**src/rtl/tocs_pkg.sv**
```systemverilog
// shared types and constants for the three-operand cpu step block
// no dependencies; used by the interfaces, the alu and the top level
`default_nettype none

package tocs_pkg;

  localparam int unsigned DMEM_WORDS_DEF   = 4096;
  localparam int unsigned IMEM_WORDS_DEF   = 4096;
  localparam int unsigned IO_REG_COUNT_DEF = 23;

  localparam int unsigned INSTR_W = 48;
  localparam int unsigned DATA_W  = 32;
  localparam int unsigned PC_W    = 13;
  localparam int unsigned PCO_W   = 12;
  localparam int unsigned IOA_W   = 5;

  // io register map
  localparam int unsigned IO_EN0     = 0;
  localparam int unsigned IO_EN1     = 1;
  localparam int unsigned IO_EN2     = 2;
  localparam int unsigned IO_ST0     = 3;
  localparam int unsigned IO_ST1     = 4;
  localparam int unsigned IO_ST2     = 5;
  localparam int unsigned IO_HANDLER = 6;
  localparam int unsigned IO_RETURN  = 7;
  localparam int unsigned IO_CLOCK   = 8;
  localparam int unsigned IO_TMR_EN  = 11;
  localparam int unsigned IO_TMR_CUR = 12;
  localparam int unsigned IO_TMR_MAX = 13;
  localparam int unsigned IO_MON_CMD = 22;

  typedef enum logic [7:0] {
    OP_ADD  = 8'd0,
    OP_SUB  = 8'd1,
    OP_MAC  = 8'd2,
    OP_AND  = 8'd3,
    OP_OR   = 8'd4,
    OP_XOR  = 8'd5,
    OP_SLL  = 8'd6,
    OP_SRA  = 8'd7,
    OP_SRL  = 8'd8,
    OP_BEQ  = 8'd9,
    OP_BNE  = 8'd10,
    OP_BLT  = 8'd11,
    OP_BGT  = 8'd12,
    OP_BLE  = 8'd13,
    OP_BGE  = 8'd14,
    OP_JAL  = 8'd15,
    OP_LW   = 8'd16,
    OP_SW   = 8'd17,
    OP_RETI = 8'd18,
    OP_IN   = 8'd19,
    OP_OUT  = 8'd20,
    OP_HALT = 8'd21
  } op_e;

  // alu verdict handed to the top level
  typedef struct packed {
    logic              wr_en;
    logic [DATA_W-1:0] wr_data;
    logic              is_branch;
    logic              take;
  } alu_res_t;

  function automatic logic [DATA_W-1:0] sext12(input logic [11:0] v);
    sext12 = {{(DATA_W-12){v[11]}}, v};
  endfunction

endpackage

`default_nettype wire

```
**src/rtl/tocs_alu.sv**
```systemverilog
// arithmetic, logic, shift and branch compare for one instruction
// depends on tocs_pkg
`default_nettype none

module tocs_alu (
  input  logic [7:0]                 op_i,
  input  logic [tocs_pkg::DATA_W-1:0] a_i,
  input  logic [tocs_pkg::DATA_W-1:0] b_i,
  input  logic [tocs_pkg::DATA_W-1:0] c_i,
  output tocs_pkg::alu_res_t          res_o
);
  import tocs_pkg::*;

  logic [DATA_W-1:0] prod;
  logic              lt_ab, lt_ba;

  assign prod  = a_i * b_i;
  assign lt_ab = $signed(a_i) < $signed(b_i);
  assign lt_ba = $signed(b_i) < $signed(a_i);

  always_comb begin
    res_o = '0;
    unique case (op_i)
      OP_ADD: begin res_o.wr_en = 1'b1; res_o.wr_data = a_i + b_i + c_i; end
      OP_SUB: begin res_o.wr_en = 1'b1; res_o.wr_data = a_i - b_i - c_i; end
      OP_MAC: begin res_o.wr_en = 1'b1; res_o.wr_data = prod + c_i; end
      OP_AND: begin res_o.wr_en = 1'b1; res_o.wr_data = a_i & b_i & c_i; end
      OP_OR:  begin res_o.wr_en = 1'b1; res_o.wr_data = a_i | b_i | c_i; end
      OP_XOR: begin res_o.wr_en = 1'b1; res_o.wr_data = a_i ^ b_i ^ c_i; end
      OP_SLL: begin res_o.wr_en = 1'b1; res_o.wr_data = a_i << b_i[4:0]; end
      OP_SRA: begin
        res_o.wr_en   = 1'b1;
        res_o.wr_data = DATA_W'($signed(a_i) >>> b_i[4:0]);
      end
      OP_SRL: begin res_o.wr_en = 1'b1; res_o.wr_data = a_i >> b_i[4:0]; end
      OP_BEQ: begin res_o.is_branch = 1'b1; res_o.take = (a_i == b_i); end
      OP_BNE: begin res_o.is_branch = 1'b1; res_o.take = (a_i != b_i); end
      OP_BLT: begin res_o.is_branch = 1'b1; res_o.take = lt_ab; end
      OP_BGT: begin res_o.is_branch = 1'b1; res_o.take = lt_ba; end
      OP_BLE: begin res_o.is_branch = 1'b1; res_o.take = !lt_ba; end
      OP_BGE: begin res_o.is_branch = 1'b1; res_o.take = !lt_ab; end
      default: ;
    endcase
  end

endmodule

`default_nettype wire

```
**config.mk**
```make
export PLATFORM = sky130hd
export DESIGN_NAME = tocs_alu
export DESIGN_NICKNAME = d
export VERILOG_FILES = /design/src/rtl/tocs_pkg.sv /design/src/rtl/tocs_alu.sv
export SDC_FILE = /design/constraint.sdc
export NUM_CORES = 2
export LEC_CHECK = 0
export BUFFER_PORTS_ARGS = -buffer_cell sky130_fd_sc_hd__buf_2
export CAP_MARGIN = 20
export CORE_MARGIN = 1.5
export CORE_UTILIZATION = 25
export DETAILED_ROUTE_END_ITERATION = 12
export GPL_ROUTABILITY_DRIVEN = 0
export PLACE_DENSITY = 0.36
export SLEW_MARGIN = 15
export SYNTH_ARGS = -nofsm -noshare
export SYNTH_HDL_FRONTEND = slang
export SYNTH_SLANG_ARGS = --single-unit
```
**constraint.sdc**
```tcl
create_clock -name vclk -period 36.4
set_clock_uncertainty 0.15 [all_clocks]
set_input_delay 7.28 -clock vclk [all_inputs]
set_output_delay 7.28 -clock vclk [all_outputs]
set_load 0.005 [all_outputs]
```
==> run summary <==
worst-path maximum fanout - 20
Die Y - 332.7 µm
met3 Track Usage GR - 2.909%
Detailed Route Iter0 Violations - 2041
syn avg cell area - 8.122 µm²
first-pass GRT wire length - 193.4 mm
Final period util - 63.79%
Area growth syn-to-layout - 8.536%
Seq. cell area - 0 µm²
clock buf count - 0
simple-gate share of the synthesized area - 15.09%
post-synthesis adder-cell area fraction - 49.94%
post-synthesis sequential area ratio - 0%
largest net degree at the start of global routing - 55
hold_sp - op_i[3]
row cnt - 120
DP Area - 29490 µm²
ranking of synthesized cells by area - fa_1, ha_1, inv_1
DP HPWL - 108.0 mm
Setup CP Type - primary input to output port
fin area - 29500 µm²
post-CTS setup buffers - 0
status - complete, no violations
min cycle time layout - 23.22 ns
M1 GR Usage - 35.87%
Slew Viols, Final - 0
Worst path max stage delay - 0.61 ns
RSZ-0062 raised after global routing - false
Critical Path RT - 28.97 ns
WHS Path Cells - 3
IO Port Bufs - 139
top-area cell type share of the netlist area - 36.91%
vias in the first global route - 25510
most frequent cell after synthesis - inv_1
combinational family with the most area after synthesis - adder cells
Total Die Area - 110700 µm²
Top Ports - 139
DRT Pass-1 Iters - 5
wire per inst - 28.24 µm
GRT overflow - 0
syn_nets - 4234
cts repair resizes - 0
WP data arrival - 15.79 ns
final hold vios - 0
post-synthesis xor/xnor area fraction - 4.480%
commonest cells in the netlist - inv_1, fa_1, nor2_1
CP startpoint - a_i[15]
crit start category - primary input
Mapped Area - 27180 µm²
total negative setup slack - 0 ns
CP endpoint kind - output port
Setup WS post-layout - 13.18 ns
Via Count - 24280
Vias/cell - 5.071
max_cap viols - 0
fin nets - 4272
max frequency - 43.07 MHz
starting density of the core - 25.28%
grt met2 use - 37.21%
Compound-Gate Fraction of Synth Area - 13.79%
CP dominant cell by count - fa_1
Total GRT Usage - 24.34%
Post-CTS Hold Buffers - 0
gr busiest metal - met2
core box area - 107500 µm²
DRC - 0
layout cells sized above 1 - 8.870%
Mapped Cells - 3346
Hold WC Path Type - primary input to output port
Setup WS pre-CTS - 13.14 ns
die width - 332.7 µm
Synth Warn # - 0
seq_cells - 0
WL final - 135.2 mm
slew margin rel. - 18.68%
fraction of synthesized area in multiplexers - 5.760%
final setup fails - 0
antenna violations before repair - 16
Distinct cells, synth - 86
Worst path slowest cell - o21ai_0
Routed Antenna Nets - 0
area leader, netlist - fa_1
worst-margin pin slew - 1.210 ns
-- worst paths after layout --
check                  endpoint  slack, ns
worst max-delay path  res_o[30]      13.18
worst min-delay path  res_o[34]      14.80
-- metal layers --
metal	routed length [µm]	share of wire [%]
met5	77	0.057
met4	4568	3.4
met3	8475	6.3
met2	58290	43
met1	63820	47
-- layout by cell type, fill, tap and decap left out, drive strengths merged, types with 15 or more instances in the layout --
cell type,netlist,layout
a211o,15,15
a211oi,35,35
a21o,41,41
a21oi,172,172
buf,47,205
fa,501,501
ha,283,283
inv,599,600
mux2i,45,45
mux4,46,46
nand2,328,328
nand2b,20,20
nand3,30,30
nor2,470,470
nor2b,15,15
nor3,42,42
o211ai,20,20
o21a,20,20
o21ai,122,122
o22ai,16,16
or3,16,16
xnor2,91,91
xor2,48,48
-- cell type report --
class,count,area [µm²]
Inverter,611,2295
Tap cell,1403,1755
Timing Repair Buffer,205,1196
Multi-Input combinational cell,2566,24240
Fill cell,11940,78010
Antenna cell,3,7.507
-- logic make-up (layout without fill, tap and decap cells) --
| kind of cell | after synthesis | in the layout |
|---|---|---|
| AO/OA/AOI/OAI | 570 | 570 |
| XOR/XNOR | 139 | 139 |
| adder cells (fa/ha/maj) | 784 | 784 |
| buffers and inverters | 780 | 816 |
| multiplexers | 98 | 98 |
| other | 0 | 3 |
| AND/OR/NAND/NOR | 975 | 975 |
-- critical path: cells and delay by family --
kind            cells  cell delay [ns]
xor+xnor            1             0.20
buf+inv             7             1.56
simple gates        4             0.74
fa+ha+maj           9             4.16
compound gates      6             1.83
-- through the flow --
step                      util [%]  hold slack, ns  std cells
after floorplan                  -           14.56       3346
after global placement       27.42           14.80       4785
final                        27.44           14.80       4788
after detailed placement     27.43           14.80       4785
after CTS                    27.43           14.80       4785
after global routing         27.43           14.83       4786
